--- src/sv/cfsg_pkg.sv ---
// Shared types, codes and limits of the clipped fill span generator.
// Used by cfsg_alu, cfsg_clip and clipped_fill_span_generator; depends on nothing.
package cfsg_pkg;

    localparam int MAX_PITCH  = 1024;
    localparam int MAX_ROWS   = 64;
    localparam int COLOR_BITS = 16;

    localparam logic [15:0] COLOR_MASK = 16'((64'd1 << COLOR_BITS) - 64'd1);

    typedef enum logic [1:0] {
        MODE_PIXEL  = 2'd0,
        MODE_RECT   = 2'd1,
        MODE_LARROW = 2'd2,
        MODE_RARROW = 2'd3
    } t_mode;

    typedef enum logic [2:0] {
        REG_WIN_LEFT   = 3'd0,
        REG_WIN_TOP    = 3'd1,
        REG_WIN_WIDTH  = 3'd2,
        REG_WIN_HEIGHT = 3'd3,
        REG_LINE_PITCH = 3'd4
    } t_reg_idx;

    typedef enum logic {
        ALU_ADD = 1'b0,
        ALU_MUL = 1'b1
    } t_alu_op;

    typedef struct packed {
        t_alu_op     op;
        logic [15:0] a;
        logic [15:0] b;
        logic        cin;
    } t_alu_req;

    typedef struct packed {
        logic [9:0]  left;
        logic [5:0]  top;
        logic [10:0] width;
        logic [6:0]  height;
        logic [10:0] pitch;
    } t_win;

    typedef struct packed {
        logic [1:0]  mode;
        logic [10:0] x_pos;
        logic [10:0] y_pos;
        logic [11:0] rect_width;
        logic [11:0] rect_height;
        logic [11:0] arrow_size;
        logic [15:0] color;
    } t_cmd;

    typedef struct packed {
        logic load;
        logic clamp;
        logic cut;
    } t_clip_ctl;

    typedef struct packed {
        logic        empty;
        logic        arrow;
        logic        left;
        logic [6:0]  rows;
        logic [10:0] len;
        logic [10:0] col0;
        logic [5:0]  s;
        logic        up;
        logic [6:0]  row0;
        logic [15:0] color;
    } t_plan;

endpackage

--- src/sv/cfsg_alu.sv ---
// Shared arithmetic unit: 16-bit add with carry-in, or 11x7 multiply.
// Depends on cfsg_pkg.
module cfsg_alu (
    input  cfsg_pkg::t_alu_req i_req,
    output logic [15:0]        o_res
);

    // only the low 16 bits of the product are kept: addresses wrap at 2^16
    logic [15:0] prod;

    assign prod = 16'(i_req.a[10:0]) * 16'(i_req.b[6:0]);

    always_comb begin
        unique case (i_req.op)
            cfsg_pkg::ALU_MUL: o_res = prod;
            cfsg_pkg::ALU_ADD: o_res = i_req.a + i_req.b + {15'd0, i_req.cin};
            default:           o_res = '0;
        endcase
    end

endmodule

--- src/sv/cfsg_clip.sv ---
// Command clipper: holds the request, clamps its position, then cuts it to the window.
// Produces the per-command row plan; depends on cfsg_pkg.
module cfsg_clip (
    input  logic                i_clk,
    input  cfsg_pkg::t_clip_ctl i_ctl,
    input  cfsg_pkg::t_cmd      i_cmd,
    input  cfsg_pkg::t_win      i_win,
    output cfsg_pkg::t_plan     o_plan
);

    cfsg_pkg::t_cmd  r_cmd;
    cfsg_pkg::t_plan r_plan, n_plan;
    logic [9:0]  r_xc, n_xc;
    logic [5:0]  r_yc, n_yc;
    logic [10:0] r_w_eff, w_eff;
    logic [6:0]  r_h_eff, h_eff;
    logic        r_pix_ok, n_pix_ok;

    // clamp stage
    logic signed [11:0] x_ext, y_ext, w_s, h_s;

    always_comb begin
        if (i_win.width == 11'd0) begin
            w_eff = 11'd1;
        end else if (i_win.width > 11'(cfsg_pkg::MAX_PITCH)) begin
            w_eff = 11'(cfsg_pkg::MAX_PITCH);
        end else begin
            w_eff = i_win.width;
        end
        if (i_win.height == 7'd0) begin
            h_eff = 7'd1;
        end else if (i_win.height > 7'(cfsg_pkg::MAX_ROWS)) begin
            h_eff = 7'(cfsg_pkg::MAX_ROWS);
        end else begin
            h_eff = i_win.height;
        end
    end

    assign x_ext = {r_cmd.x_pos[10], r_cmd.x_pos};
    assign y_ext = {r_cmd.y_pos[10], r_cmd.y_pos};
    assign w_s   = {1'b0, w_eff};
    assign h_s   = {5'b0, h_eff};

    always_comb begin
        priority if (x_ext < 12'sd0) begin
            n_xc = '0;
        end else if (x_ext >= w_s) begin
            n_xc = 10'(w_eff - 11'd1);
        end else begin
            n_xc = x_ext[9:0];
        end
        priority if (y_ext < 12'sd0) begin
            n_yc = '0;
        end else if (y_ext >= h_s) begin
            n_yc = 6'(h_eff - 7'd1);
        end else begin
            n_yc = y_ext[5:0];
        end
        n_pix_ok = (x_ext >= 12'sd0) && (x_ext < w_s) && (y_ext >= 12'sd0) && (y_ext < h_s);
    end

    // cut stage
    logic signed [12:0] xw, yh;
    logic [10:0] w_room;
    logic [6:0]  h_room;
    logic        w_cut, h_cut, w_ok, h_ok;
    logic [11:0] xh, size1;
    logic [12:0] ys;
    logic        ax_cut, ay_cut;
    logic [6:0]  size2;
    logic [5:0]  s;

    always_comb begin
        xw     = $signed({3'b0, r_xc}) + $signed({r_cmd.rect_width[11], r_cmd.rect_width});
        yh     = $signed({7'b0, r_yc}) + $signed({r_cmd.rect_height[11], r_cmd.rect_height});
        w_room = r_w_eff - {1'b0, r_xc};
        h_room = r_h_eff - {1'b0, r_yc};
        w_cut  = xw > $signed({2'b0, r_w_eff});
        h_cut  = yh > $signed({6'b0, r_h_eff});
        w_ok   = w_cut || (!r_cmd.rect_width[11] && (r_cmd.rect_width != 12'd0));
        h_ok   = h_cut || (!r_cmd.rect_height[11] && (r_cmd.rect_height != 12'd0));

        // arrow: cut the half size at the right edge, then the size at the bottom
        xh     = {2'b0, r_xc} + {1'b0, r_cmd.arrow_size[11:1]};
        ax_cut = xh > {1'b0, r_w_eff};
        size1  = ax_cut ? {w_room, 1'b0} : r_cmd.arrow_size;
        ys     = {7'b0, r_yc} + {1'b0, size1};
        ay_cut = ys > {6'b0, r_h_eff};
        size2  = ay_cut ? h_room : size1[6:0];
        s      = size2[6:1];
    end

    always_comb begin
        n_plan       = '0;
        n_plan.s     = s;
        n_plan.row0  = {1'b0, i_win.top} + {1'b0, r_yc};
        n_plan.color = r_cmd.color;
        n_plan.col0  = {1'b0, r_xc};
        unique case (r_cmd.mode)
            cfsg_pkg::MODE_PIXEL: begin
                n_plan.empty = !r_pix_ok;
                n_plan.rows  = 7'd1;
                n_plan.len   = 11'd1;
            end
            cfsg_pkg::MODE_RECT: begin
                n_plan.empty = !(w_ok && h_ok);
                n_plan.rows  = h_cut ? h_room : r_cmd.rect_height[6:0];
                n_plan.len   = w_cut ? w_room : r_cmd.rect_width[10:0];
            end
            cfsg_pkg::MODE_LARROW: begin
                n_plan.empty = (s == 6'd0);
                n_plan.arrow = 1'b1;
                n_plan.left  = 1'b1;
                n_plan.rows  = {s, 1'b0} - 7'd1;
                n_plan.len   = 11'd1;
                n_plan.col0  = {1'b0, r_xc} + {5'b0, s} - 11'd1;
                n_plan.up    = (s > 6'd1);
            end
            cfsg_pkg::MODE_RARROW: begin
                n_plan.empty = (s == 6'd0);
                n_plan.arrow = 1'b1;
                n_plan.rows  = {s, 1'b0};
                n_plan.len   = 11'd0;
                n_plan.up    = (s != 6'd0);
            end
            default: n_plan.empty = 1'b1;
        endcase
    end

    always_ff @(posedge i_clk) begin
        if (i_ctl.load) begin
            r_cmd <= i_cmd;
        end
        if (i_ctl.clamp) begin
            r_xc     <= n_xc;
            r_yc     <= n_yc;
            r_w_eff  <= w_eff;
            r_h_eff  <= h_eff;
            r_pix_ok <= n_pix_ok;
        end
        if (i_ctl.cut) begin
            r_plan <= n_plan;
        end
    end

    assign o_plan = r_plan;

endmodule

--- src/sv/clipped_fill_span_generator.sv ---
// Top level of the clipped fill span generator: register port, sequencer, output register.
// Depends on cfsg_pkg, cfsg_clip and cfsg_alu.
//
// Use: a draw request (pixel, rectangle, left or right arrow) enters on the
// i_valid / o_stall channel and is taken at an edge with i_valid high and
// o_stall low. It is clipped to the window set through the APB-style port and
// turned into one span per framebuffer row on the o_valid / i_stall channel;
// o_span_last marks the final span of a request. Rows with an empty span and
// requests clipped away entirely emit nothing.
// Sequence: after acceptance the request passes through set-up (clamp, cut,
// multiply, two address adds, pitch-minus-one), then walks one row per cycle
// while the output is not stalled. A right arrow's first row is empty and
// emits no span. A request walks at most 64 rows; an empty request returns
// the block to idle straight from the multiply step.
// Every address step goes through the one shared adder, which sets the row rate.
// o_stall is high for the whole of a request's set-up and row walk.
// A stall on the output holds the span register; the row walk waits on it but
// the block takes the next request as soon as the walk of the last row is done.
// Reset (synchronous, active low) returns the sequencer to idle, drops any
// pending span and restores the window to the full 1024 x 64 framebuffer.
// Configuration is to be written only while the block is idle.
module clipped_fill_span_generator (
    input  logic        i_clk,
    input  logic        i_rst_n,
    // register port
    input  logic        psel,
    input  logic        penable,
    input  logic        pwrite,
    input  logic [4:0]  paddr,
    input  logic [31:0] pwdata,
    output logic [31:0] prdata,
    output logic        pready,
    // request channel
    input  logic        i_valid,
    output logic        o_stall,
    input  logic [1:0]  i_mode,
    input  logic signed [10:0] i_x_pos,
    input  logic signed [10:0] i_y_pos,
    input  logic signed [11:0] i_rect_width,
    input  logic signed [11:0] i_rect_height,
    input  logic [11:0] i_arrow_size,
    input  logic [15:0] i_fill_color,
    // span channel
    output logic        o_valid,
    input  logic        i_stall,
    output logic [15:0] o_span_address,
    output logic [10:0] o_span_length,
    output logic [15:0] o_span_color,
    output logic        o_span_last
);

    typedef enum logic [7:0] {
        S_IDLE  = 8'b0000_0001,
        S_CLAMP = 8'b0000_0010,
        S_CUT   = 8'b0000_0100,
        S_MUL   = 8'b0000_1000,
        S_ADDL  = 8'b0001_0000,
        S_ADDC  = 8'b0010_0000,
        S_PM1   = 8'b0100_0000,
        S_ROW   = 8'b1000_0000
    } t_state;

    t_state r_state, n_state;

    cfsg_pkg::t_win      r_win;
    cfsg_pkg::t_cmd      cmd;
    cfsg_pkg::t_plan     plan;
    cfsg_pkg::t_clip_ctl clip_ctl;
    cfsg_pkg::t_alu_req  alu_req;
    logic [15:0]         alu_res;

    logic [15:0] r_acc;
    logic [15:0] r_pm1;
    logic [10:0] r_len;
    logic [6:0]  r_rows;
    logic        r_up;

    logic        r_out_valid;
    logic [15:0] r_out_addr;
    logic [10:0] r_out_len;
    logic [15:0] r_out_color;
    logic        r_out_last;

    logic cfg_write, cmd_accept, row_go, advance, load_out;

    // ---------------- register port ----------------
    assign pready    = 1'b1;
    assign cfg_write = psel && penable && pwrite && pready;

    always_ff @(posedge i_clk) begin
        if (!i_rst_n) begin
            r_win.left   <= 10'd0;
            r_win.top    <= 6'd0;
            r_win.width  <= 11'd1024;
            r_win.height <= 7'd64;
            r_win.pitch  <= 11'd1024;
        end else if (cfg_write) begin
            unique case (paddr[4:2])
                cfsg_pkg::REG_WIN_LEFT:   r_win.left   <= pwdata[9:0];
                cfsg_pkg::REG_WIN_TOP:    r_win.top    <= pwdata[5:0];
                cfsg_pkg::REG_WIN_WIDTH:  r_win.width  <= pwdata[10:0];
                cfsg_pkg::REG_WIN_HEIGHT: r_win.height <= pwdata[6:0];
                cfsg_pkg::REG_LINE_PITCH: r_win.pitch  <= pwdata[10:0];
                default: ;  // drop writes to unmapped addresses
            endcase
        end
    end

    always_comb begin
        unique case (paddr[4:2])
            cfsg_pkg::REG_WIN_LEFT:   prdata = {22'd0, r_win.left};
            cfsg_pkg::REG_WIN_TOP:    prdata = {26'd0, r_win.top};
            cfsg_pkg::REG_WIN_WIDTH:  prdata = {21'd0, r_win.width};
            cfsg_pkg::REG_WIN_HEIGHT: prdata = {25'd0, r_win.height};
            cfsg_pkg::REG_LINE_PITCH: prdata = {21'd0, r_win.pitch};
            default:                  prdata = 32'd0;
        endcase
    end

    // ---------------- request intake and clipping ----------------
    assign o_stall    = (r_state != S_IDLE);
    assign cmd_accept = i_valid && !o_stall;

    always_comb begin
        cmd.mode        = i_mode;
        cmd.x_pos       = i_x_pos;
        cmd.y_pos       = i_y_pos;
        cmd.rect_width  = i_rect_width;
        cmd.rect_height = i_rect_height;
        cmd.arrow_size  = i_arrow_size;
        cmd.color       = i_fill_color & cfsg_pkg::COLOR_MASK;
    end

    cfsg_clip u_clip (
        .i_clk  (i_clk),
        .i_ctl  (clip_ctl),
        .i_cmd  (cmd),
        .i_win  (r_win),
        .o_plan (plan)
    );

    cfsg_alu u_alu (
        .i_req (alu_req),
        .o_res (alu_res)
    );

    // A row with no pixels needs no output slot; otherwise wait for the span
    // register to be free or to drain this cycle.
    assign row_go = (r_len == 11'd0) || !r_out_valid || !i_stall;

    // ---------------- sequencer ----------------
    always_comb begin
        n_state  = r_state;
        clip_ctl = '0;
        alu_req  = '{op: cfsg_pkg::ALU_ADD, a: 16'd0, b: 16'd0, cin: 1'b0};
        advance  = 1'b0;
        load_out = 1'b0;
        unique case (r_state)
            S_IDLE: begin
                if (cmd_accept) begin
                    clip_ctl.load = 1'b1;
                    n_state       = S_CLAMP;
                end
            end
            S_CLAMP: begin
                clip_ctl.clamp = 1'b1;
                n_state        = S_CUT;
            end
            S_CUT: begin
                clip_ctl.cut = 1'b1;
                n_state      = S_MUL;
            end
            S_MUL: begin
                // row base: pitch times the first framebuffer row
                alu_req = '{op: cfsg_pkg::ALU_MUL, a: {5'd0, r_win.pitch},
                            b: {9'd0, plan.row0}, cin: 1'b0};
                n_state = plan.empty ? S_IDLE : S_ADDL;
            end
            S_ADDL: begin
                alu_req = '{op: cfsg_pkg::ALU_ADD, a: r_acc, b: {6'd0, r_win.left}, cin: 1'b0};
                n_state = S_ADDC;
            end
            S_ADDC: begin
                alu_req = '{op: cfsg_pkg::ALU_ADD, a: r_acc, b: {5'd0, plan.col0}, cin: 1'b0};
                n_state = S_PM1;
            end
            S_PM1: begin
                alu_req = '{op: cfsg_pkg::ALU_ADD, a: {5'd0, r_win.pitch}, b: 16'hFFFF,
                            cin: 1'b0};
                n_state = S_ROW;
            end
            S_ROW: begin
                // step to the next row: a left arrow also moves one column,
                // left while growing and right while shrinking
                if (plan.left && r_up) begin
                    alu_req = '{op: cfsg_pkg::ALU_ADD, a: r_acc, b: r_pm1, cin: 1'b0};
                end else begin
                    alu_req = '{op: cfsg_pkg::ALU_ADD, a: r_acc, b: {5'd0, r_win.pitch},
                                cin: plan.left};
                end
                if (row_go) begin
                    advance  = 1'b1;
                    load_out = (r_len != 11'd0);
                    if (r_rows == 7'd1) begin
                        n_state = S_IDLE;
                    end
                end
            end
            default: n_state = S_IDLE;
        endcase
    end

    always_ff @(posedge i_clk) begin
        if (!i_rst_n) begin
            r_state     <= S_IDLE;
            r_out_valid <= 1'b0;
        end else begin
            r_state <= n_state;
            if (load_out) begin
                r_out_valid <= 1'b1;
            end else if (!i_stall) begin
                r_out_valid <= 1'b0;
            end
        end
    end

    // ---------------- row walk datapath ----------------
    always_ff @(posedge i_clk) begin
        if (r_state == S_MUL) begin
            r_acc  <= alu_res;
            r_len  <= plan.len;
            r_rows <= plan.rows;
            r_up   <= plan.up;
        end
        if ((r_state == S_ADDL) || (r_state == S_ADDC)) begin
            r_acc <= alu_res;
        end
        if (r_state == S_PM1) begin
            r_pm1 <= alu_res;
        end
        if (advance) begin
            r_acc  <= alu_res;
            r_rows <= r_rows - 7'd1;
            if (plan.arrow) begin
                // grow up to the half size, then shrink back to one
                r_len <= r_up ? (r_len + 11'd1) : (r_len - 11'd1);
                r_up  <= r_up && (({1'b0, r_len} + 12'd1) < {6'd0, plan.s});
            end
        end
        if (load_out) begin
            r_out_addr  <= r_acc;
            r_out_len   <= r_len;
            r_out_color <= plan.color;
            r_out_last  <= (r_rows == 7'd1);
        end
    end

    assign o_valid        = r_out_valid;
    assign o_span_address = r_out_addr;
    assign o_span_length  = r_out_len;
    assign o_span_color   = r_out_color;
    assign o_span_last    = r_out_last;

    // ---------------- assertions ----------------
    a_rows_in_range: assert property (@(posedge i_clk) disable iff (!i_rst_n)
        (r_state == S_ROW) |-> ((r_rows != 7'd0) && (r_rows <= 7'(cfsg_pkg::MAX_ROWS))))
        else $error("row count out of range during row walk");

    a_span_nonempty: assert property (@(posedge i_clk) disable iff (!i_rst_n)
        load_out |-> (r_len != 11'd0))
        else $error("span loaded with zero length");

    a_last_ends_walk: assert property (@(posedge i_clk) disable iff (!i_rst_n)
        (load_out && (r_rows == 7'd1)) |=> (r_state == S_IDLE) && o_span_last)
        else $error("last span did not end the request");

    a_no_overwrite: assert property (@(posedge i_clk) disable iff (!i_rst_n)
        load_out |-> (!r_out_valid || !i_stall))
        else $error("pending span overwritten");

    a_accept_starts: assert property (@(posedge i_clk) disable iff (!i_rst_n)
        cmd_accept |=> (r_state == S_CLAMP))
        else $error("accepted request did not start set-up");

endmodule
--- config.mk ---
export PLATFORM = sky130hd
export DESIGN_NAME = clipped_fill_span_generator
export DESIGN_NICKNAME = d
export VERILOG_FILES = /design/src/sv/cfsg_pkg.sv /design/src/sv/cfsg_alu.sv /design/src/sv/cfsg_clip.sv /design/src/sv/clipped_fill_span_generator.sv
export SDC_FILE = /design/constraint.sdc
export NUM_CORES = 1
export LEC_CHECK = 0
export BUFFER_PORTS_ARGS = -buffer_cell sky130_fd_sc_hd__clkbuf_2
export CORE_MARGIN = 2
export CORE_UTILIZATION = 55
export DETAILED_ROUTE_END_ITERATION = 6
export PLACE_DENSITY = 0.75
export SKIP_LAST_GASP = 1
export SYNTH_ARGS = -nofsm -noshare
export SYNTH_HDL_FRONTEND = slang
export SYNTH_HIERARCHICAL = 1
export SYNTH_SLANG_ARGS = --single-unit
--- constraint.sdc ---
create_clock -name i_clk -period 11.7 [get_ports i_clk]
set_input_delay 2.34 -clock i_clk [delete_from_list [all_inputs] [get_ports i_clk]]
set_output_delay 2.34 -clock i_clk [all_outputs]
set_load 0.005 [all_outputs]
## Word level (Yosys, flattened, before mapping)

Cells that the tools add are included.

| storage, ports and cells | value |
|---|---|
| register bits | 322 |
| latch bits | 0 |
| RAM bits | 0 |
| memory bits (read-only) | 0 |
| bits of input ports | 120 |
| logic and storage cells | 185 |
| memories kept | 0 |

| operators by class | value |
|---|---|
| add/sub/neg operators | 18 |
| multipliers | 1 |
| divide/modulo/power cells | 0 |
| $lt $le $gt $ge | 16 |
| eq/ne operators | 21 |
| shifts and indexed selects | 0 |
| multiplexer cells | 47 |
| bitwise gates (word level) | 1 |
| reductions and logical operators | 42 |

Operators by type and width:

| operator | number |
|---|---|
| 34-bit case mux with 5 select lines | 1 |
| 11-bit two-way mux | 7 |
| 18-bit case mux with 4 select lines | 1 |
| 8-bit case mux with 8 select lines | 1 |
| 11-bit case mux with 5 select lines | 1 |
| 16-bit two-way mux | 3 |
| 7-bit two-way mux | 6 |
| 16-bit case mux with 2 select lines | 1 |
| 8-bit two-way mux | 3 |
| 12-bit nonzero test | 2 |
| 11-bit by 1-bit >= comparator with 1-bit output (second input constant) | 2 |
| 11-bit logical NOT | 2 |
| 11-bit by 1-bit < comparator with 1-bit output (second input constant) | 2 |
| 11-bit by 1-bit subtractor with 11-bit output (second input constant) | 2 |
| 10-bit two-way mux | 2 |
| 17-bit two-way mux | 1 |
| 16-bit by 1-bit adder with 16-bit output | 1 |
| 16-bit adder | 1 |
| 11-bit by 7-bit multiplier with 16-bit output | 1 |
| 1-bit two-way mux | 15 |
| 7-bit by 1-bit subtractor with 7-bit output (second input constant) | 2 |
| 11-bit by 12-bit adder with 13-bit output | 1 |
| 6-bit by 12-bit adder with 13-bit output | 1 |
| 7-bit by 12-bit adder with 13-bit output | 1 |
| other kinds (58) | 86 |

## Longest topological paths before layout

Gate-level depths: netlist (run 1).

| depth | value |
|---|---|
| depth after elaboration | 9 |
| gate-level depth with buffers | 45 |
| depth with buffers taken out | 44 |

## Hierarchy

Netlist (run 1), hierarchy kept.

By module, submodules not included:

| module | times used | cells each | area each (um2) | sequential area each (um2) |
|---|---|---|---|---|
| cfsg_clip | 1 | 970 | 11093.1 | 5195.0 |
| clipped_fill_span_generator | 1 | 669 | 7074.3 | 3813.7 |
| cfsg_alu | 1 | 389 | 3160.5 | 0.0 |

## Worst setup path before layout (run 1)

No wires, ideal clock.

| path | value |
|---|---|
| path type | flip-flop to flip-flop |
| start point | register u_clip.r_xc[0] |
| end point | register u_clip.r_plan (netlist bit u_clip/o_plan[40]), data pin |
| library setup time | 0.265 ns |
| arrival time | 8.140 ns |
| path slack | 3.295 ns |
| cell stages (with the launch flop) | 42 |
| buffers on the path | 1 |
| clock period less this slack | 8.405 ns |
| cells stage by stage | edfxtp_1 > ha_1 > fa_1 > a21o_1 > a21oi_1 > o21bai_1 > a21oi_1 > nor2b_1 > o21a_1 > nor2_1 > xnor2_1 > ha_1 > a21o_1 > a211o_1 > o31a_1 > nor2_4 > buf_4 > mux2i_1 > (+6 left out) > nand3_1 > o21ai_0 > o2111a_2 > nand3_1 > and2_1 > ha_1 > inv_1 > ha_1 > a21o_1 > a21oi_1 > o21bai_1 > a21oi_1 > o21bai_1 > a21oi_1 > o21bai_1 > a21oi_1 > xnor2_1 > nor2_1 |

| on the way | value |
|---|---|
| cells in the longest elaborated chain, start to end | 8 |

Ends and longest elaborated chain:

| what | RTL line | source |
|---|---|---|
| start: declaration | cfsg_clip.sv:13 | `logic [9:0] r_xc, n_xc;` |
| start signal: assignment | cfsg_clip.sv:135 | `r_xc <= n_xc;` |
| 10-bit by 11-bit adder with 12-bit output | cfsg_clip.sv:84 | `xh = {2'b0, r_xc} + {1'b0, r_cmd.arrow_size[11:1]};` |
| 12-bit by 11-bit greater-than comparator with 1-bit output | cfsg_clip.sv:85 | `ax_cut = xh > {1'b0, r_w_eff};` |
| 12-bit two-way mux | cfsg_clip.sv:86 | `size1 = ax_cut ? {w_room, 1'b0} : r_cmd.arrow_size;` |
| 6-bit by 12-bit adder with 13-bit output | cfsg_clip.sv:87 | `ys = {7'b0, r_yc} + {1'b0, size1};` |
| 13-bit by 7-bit greater-than comparator with 1-bit output | cfsg_clip.sv:88 | `ay_cut = ys > {6'b0, r_h_eff};` |
| 7-bit two-way mux | cfsg_clip.sv:89 | `size2 = ay_cut ? h_room : size1[6:0];` |
| 10-bit by 6-bit adder with 11-bit output (*) | cfsg_clip.sv:116 | `n_plan.col0 = {1'b0, r_xc} + {5'b0, s} - 11'd1;` |
| 11-bit by 1-bit subtractor with 11-bit output (*) | cfsg_clip.sv:116 |  |
| end signal: assignment | cfsg_clip.sv:142 | `r_plan <= n_plan;` |
| end: declaration | cfsg_clip.sv:12 | `cfsg_pkg::t_plan r_plan, n_plan;` |

Mark *: on every way between the ends. The rest lies on a longest branch, timed or not.
A chain may end at the register's enable or synchronous reset.

## Worst setup path in the final report (run 1)

Same ends and word-level chain as after synthesis.

==> results.cfg, run 1 <==
[outcome]
run_status = finished clean

[timing]
max_freq_mhz = 99.8
post-route-period-util_pct = 85.7
setup_tns_ns = 0
fin_ws_ns = 1.68
slew-limit-headroom_pct = 17.2
grt_setup_unrepaired = false
hold_viol = 0
setup_viol = 0
finalCriticalPeriod_ns = 10.02
drv_slew = 0
tightest_slew_ns = 1.24
skew_ns = 0.0241

[clock_network]
cts_buffers = 37
cts.htree.levels = 2
cts_setup_buffers = 0
clockBufferDepth = 3
cts_hold_buf = 0
cts_resized = 0
cts_num_sinks = 322
clkLatencyLatePin_ns = 0.56
cts_tree = yes
clockRootBuffer = clkbuf_16
clkTransAtPathRegs_ns = 0.07

[pwr]
p_per_area_nw_per_um2 = 147
ir_worst_vdd_v = 0.000148
p_leak_uw = 0.0102

[floorplan]
design.core.area_sq_um = 38500
fp.dieW_microns = 201
dieArea_sq_um = 40400
start_util_pct = 55.4
rows = 72
ios = 199
die_h_microns = 201

[detailed_routing]
drt-initial-drc-count = 1205
drtAntennaViolNets = 0
drc_errors = 0
viasPerCell = 5.82
via_count = 15800
wl_per_cell_microns = 19.5
wl_microns = 53100
drtPass1Iterations = 5

[flow_run]
cap_violations = 0

[setup_path]
crit_path_top_delay_cell = a31oi_1
max_stage_delay_ns = 0.57
crit_type = reg -> reg
arrival_ns = 10.31
worstPathRequired_ns = 11.98
crit_path_start_kind = flop
rr_startpoint = u_clip/r_xc[0]
r2r_cells = 40
worstSetupStartpoint = u_clip/r_xc[0]
worstPathMaxFanout = 17
worst-r2r-setup-slack_ns = 1.68
crit_path_end_kind = flop

[placement]
io_buffers = 153
dp_cells = 2651
pre_cts_ws_ns = 1.83
place_congestion = 0.950
post_dp_cell_area_sq_um = 22500
dpl.hpwl_microns = 40700

[final_layout]
design_area_sq_um = 23700
fin_cells = 2719
final_layout_size_suffix_gt1_share_pct = 13.3
fillCellCount = 3147
fin_nets = 2534
postLayoutCoreUtil_pct = 61.6
syn_to_final_growth_pct = 11.2

[synth]
synth_warnings = 6
netlist_area_sq_um = 21300
synth.distinct_cells = 106
yosysTopAreaCell = edfxtp_1
async_flop_share_pct = 0
synth-edff-count = 256
synth_area_leaders = edfxtp_1, ha_1, dfxtp_1
netlist.area_leader.share_pct = 36.0
avgSynthCellArea_sq_um = 10.5
ys.flop_type = edfxtp_1
yosys_register_bits = 322
synthCells = 2028
seq_area_frac_synth_pct = 42.2

[grt]
grt_pass1_vias = 15500
overflow = 0
antenna_found_initial = 1
grt_max_degree = 77
grt_pass1_wl_microns = 84100
grt.total_usage_pct = 26.4

[hold_path]
min_path_type = reg -> reg
worstHoldStart = u_clip/n_plan[5]
holdPathStages = 0
## report_power, final
group	internal (uW)	switching (uW)
Combinational	376	518
Clock	693	482
Sequential	1330	86.9
## synth_stat cells (all sizes together) (5+ instances only)
cell,count
a221oi,13
o21a,22
nor4,15
or3,5
buf,30
xnor2,69
a22o,11
or2,5
a21boi,15
edfxtp,256
nor2,101
a21o,37
mux2,16
ha,188
mux2i,68
dfxtp,66
a31oi,13
and3,10
nor2b,52
xor2,34
nor3,31
a211oi,17
and2,66
nand2b,20
inv,173
o21bai,19
or4,5
a2111oi,7
and4,5
nand4,15
o211ai,17
clkbuf,43
a21oi,129
nand3,51
nor3b,7
o21ai,80
o22ai,13
fa,54
a22oi,15
nand2,174
## metrics by stage
step | total power [uW] | hold WS (ns)
2_1_floorplan | 2090 | 0.400
3_3_place_gp | 2270 | 0.401
3_5_place_dp | 2320 | 0.405
4_1_cts | 3500 | 0.417
5_1_grt | 3660 | 0.423
6_report | 3480 | 0.416
## final cells by class
type / instances / area (sq um) / area share, %
clock buffers: 44 / 1010 / 4.28
well taps: 518 / 648 / 2.73
inverters: 174 / 653 / 2.75
clock inverters: 23 / 223 / 0.939
flip-flops and latches: 322 / 9010 / 38.0
repair buffers: 158 / 803 / 3.39
multi-input cells: 1479 / 11400 / 47.9
diodes: 1 / 2.50 / 0.0106
## final timing paths
| check | endpoint |
|---|---|
| max reg2reg | u_clip/o_plan[40] |
| min | u_clip/o_plan[5] |
| max | u_clip/o_plan[40] |
| min reg2reg | u_clip/o_plan[5] |
## registers in the layout (all words and copies together) (netlist names), 8 cells and up
signal          cells
o_span_address     16
o_span_color       16
o_span_length      11
r_acc              16
r_len              11
r_pm1              16
r_state             8
r_win              45
u_clip/n_plan      16
u_clip/o_plan      62
u_clip/r_cmd       60
u_clip/r_w_eff     11
u_clip/r_xc        10
## worst max-delay path: cells and delay by family, from the launching register on
| family | cells | cell delay [ns] |
|---|---|---|
| compound gates | 20 | 4.57 |
| xor+xnor | 3 | 0.45 |
| mux | 2 | 0.91 |
| buf+inv | 2 | 0.22 |
| flops | 1 | 0.53 |
| fa+ha+maj | 7 | 2.17 |
| simple gates | 6 | 0.88 |
## cells in the final DEF (no fill, tap or decap), types with 10 or more instances in the layout
master,synthesis,routed
edfxtp_1,256,256
ha_1,188,188
nand2_1,172,172
inv_1,170,169
clkbuf_2,0,153
a21oi_1,125,125
nor2_1,100,100
o21ai_0,73,73
xnor2_1,69,69
mux2i_1,67,67
dfxtp_1,66,66
and2_1,66,65
fa_1,54,54
nor2b_1,52,52
nand3_1,51,51
clkbuf_16,0,39
a21o_1,34,34
xor2_1,34,34
nor3_1,31,31
conb_1,2,22
o21a_1,21,21
nand2b_1,20,20
o21bai_1,18,18
mux2_2,16,16
o211ai_1,16,16
nand4_1,15,15
a211oi_1,15,15
nor4_1,14,14
a22oi_1,14,14
a21boi_0,14,14
a31oi_1,13,13
o22ai_1,13,13
a22o_1,11,11
a221oi_1,11,11
and3_1,10,10
## cells by family after synthesis
family / Yosys count / share of synthesized area (%)
AND/OR/NAND/NOR: 575 / 13.6
AO/OA/AOI/OAI: 453 / 14.8
flip-flops: 322 / 42.2
buffers and inverters: 247 / 4.93
adder cells (fa/ha/maj): 242 / 16.1
XOR/XNOR: 103 / 4.23
multiplexers: 84 / 4.05
other: 2 / 0.0352
## routing by layer
layer	vias to the layer above	GRT usage [%]	wire [microns]
li1	7582	-	-
met1	7643	36.1	23300
met2	515	42.5	24700
met3	93	4.14	3210
met4	0	9.50	1830
met5	-	0	0
(Power assumes the default switching activity.)
==> run 2: changes to the inputs <==
--- a/config.mk
+++ b/config.mk
@@ -10,6 +10,7 @@
 export CORE_UTILIZATION = 55
 export DETAILED_ROUTE_END_ITERATION = 6
 export PLACE_DENSITY = 0.75
+export REMOVE_ABC_BUFFERS = 1
 export SKIP_LAST_GASP = 1
 export SYNTH_ARGS = -nofsm -noshare
 export SYNTH_HDL_FRONTEND = slang
==> run 2 against run 1 <==
- count of clock-buffer cells in the layout up 1
- global-route usage fell by 0.27 points
- clock power is 8% higher
- register-to-register slack better by 0.08 ns
- routed wire length is 0.83% lower
- die area is the same
- critical path depth is the same
- largest cell class unchanged
==> results.cfg, run 2 (synthesis results as in run 1) <==
[setup_path]
rr_startpoint = u_clip/r_xc[0]
max_stage_delay_ns = 0.54
worstPathMaxFanout = 17
crit_path_top_delay_cell = a31oi_1
worstSetupStartpoint = u_clip/r_xc[0]
r2r_cells = 40
worst-r2r-setup-slack_ns = 1.76
crit_path_end_kind = flop
crit_type = reg -> reg
r2r-end = u_clip/o_plan[40]
worstPathRequired_ns = 12.00
arrival_ns = 10.24
crit_path_start_kind = flop
endpoint = u_clip/o_plan[40]

[final_layout]
largest_register_ffs = 62
fin_cells = 2720
fin_nets = 2535
fillCellCount = 3148
n_antenna_cell = 0
layout_common_cells = edfxtp_1, ha_1, nand2_1
syn_to_final_growth_pct = 11.7
design_area_sq_um = 23800
final_common_cell = edfxtp_1
final_layout_size_suffix_gt1_share_pct = 13.4

[grt]
grt_pass1_wl_microns = 83900
overflow = 0
grt_pass1_vias = 15700
grt_max_degree = 65
antenna_found_initial = 1
grt.total_usage_pct = 26.1

[pwr]
ir_worst_vdd_v = 0.000123
p_per_area_nw_per_um2 = 150
p_leak_uw = 0.0102

[placement]
post_dp_cell_area_sq_um = 22500
dpl.hpwl_microns = 40000
place_congestion = 0.951
dp_cells = 2652
io_buffers = 153

[clock_network]
cts_buffers = 37
cts_num_sinks = 322
clkLatencyLatePin_ns = 0.56
cts.htree.levels = 2
cts_tree = yes
clkTransAtPathRegs_ns = 0.06
cts_hold_buf = 0
clockRootBuffer = clkbuf_16
cts_resized = 0
clockBufferDepth = 3
cts_setup_buffers = 0

[floorplan]
ios = 199
dieArea_sq_um = 40400
design.core.area_sq_um = 38500
start_util_pct = 55.4
die_h_microns = 201
rows = 72
fp.dieW_microns = 201

[timing]
hold_viol = 0
max_freq_mhz = 101
grt_setup_unrepaired = false
finalCriticalPeriod_ns = 9.94
slew-limit-headroom_pct = 18.4
tightest_slew_ns = 1.22
whs_ns = 0.419
drv_slew = 0
post-route-period-util_pct = 85.0
setup_tns_ns = 0
skew_ns = 0.0208
setup_viol = 0

[detailed_routing]
via_count = 15900
drt-initial-drc-count = 1175
drtAntennaViolNets = 0
drc_errors = 0
wl_microns = 52600
drtPass1Iterations = 5
viasPerCell = 5.86
wl_per_cell_microns = 19.4

[outcome]
run_status = finished clean

[hold_path]
min_path_type = reg -> reg

[flow_run]
cap_violations = 0
## run 2: cell types whose count changed in the layout (fill, tap and decap cells not counted), sizes merged
cell,delta
bufinv,+4
clkinv,-4
clkinvlp,-3
inv,+3
buf,+1
clkbuf,+1
diode,-1
## run 2: metal layers
metal	wire length (microns)	vias up	GRT usage [%]
met4	1840	0	9.79
met1	23000	7641	36.1
met2	24200	595	41.9
li1	-	7589	-
met5	0	-	0
met3	3580	103	3.62
## run 2: power breakdown
| part | total (uW) | internal [uW] | switching (uW) |
|---|---|---|---|
| logic | 892 | 376 | 515 |
| clock network | 1260 | 769 | 491 |
| registers | 1410 | 1330 | 84.5 |
## run 2: critical path, delay by kind of cell (launching register included)
family	cells	cell delay [ns]
mux	1	0.50
buf+inv	2	0.26
fa+ha+maj	7	2.14
flops	1	0.53
compound gates	21	4.73
xor+xnor	3	0.47
simple gates	6	1.02
## run 2: final cells by class
type / count / area [sq um] / area share, %
flip-flops and latches: 322 / 9010 / 37.8
multi-input cells: 1479 / 11400 / 47.7
clock buffers: 45 / 986 / 4.14
clock inverters: 23 / 354 / 1.49
repair buffers: 159 / 811 / 3.40
well taps: 518 / 648 / 2.72
inverters: 174 / 653 / 2.74
## run 2: worst min path at each step
stage                       from                end  slack, ns  cells past startpoint
6_report       u_clip/o_plan[14]   o_span_color[14]       0.42                      0
5_1_grt         u_clip/n_plan[9]   u_clip/o_plan[9]       0.42                      0
4_1_cts        u_clip/o_plan[14]   o_span_color[14]       0.42                      0
3_5_place_dp   u_clip/o_plan[14]   o_span_color[14]       0.40                      0
3_3_place_gp   u_clip/n_plan[13]  u_clip/o_plan[13]       0.40                      0
2_1_floorplan   u_clip/o_plan[0]    o_span_color[0]       0.40                      0
## run 2: per-stage QoR
stage	utilization, %	setup WS [ns]	power (uW)
after global routing	61.9	1.17	3750
after CTS	61.9	1.85	3580
after detailed placement	58.4	1.93	2310
after global placement	58.4	2.15	2270
final	61.9	1.76	3560
after floorplan	-	3.25	2080
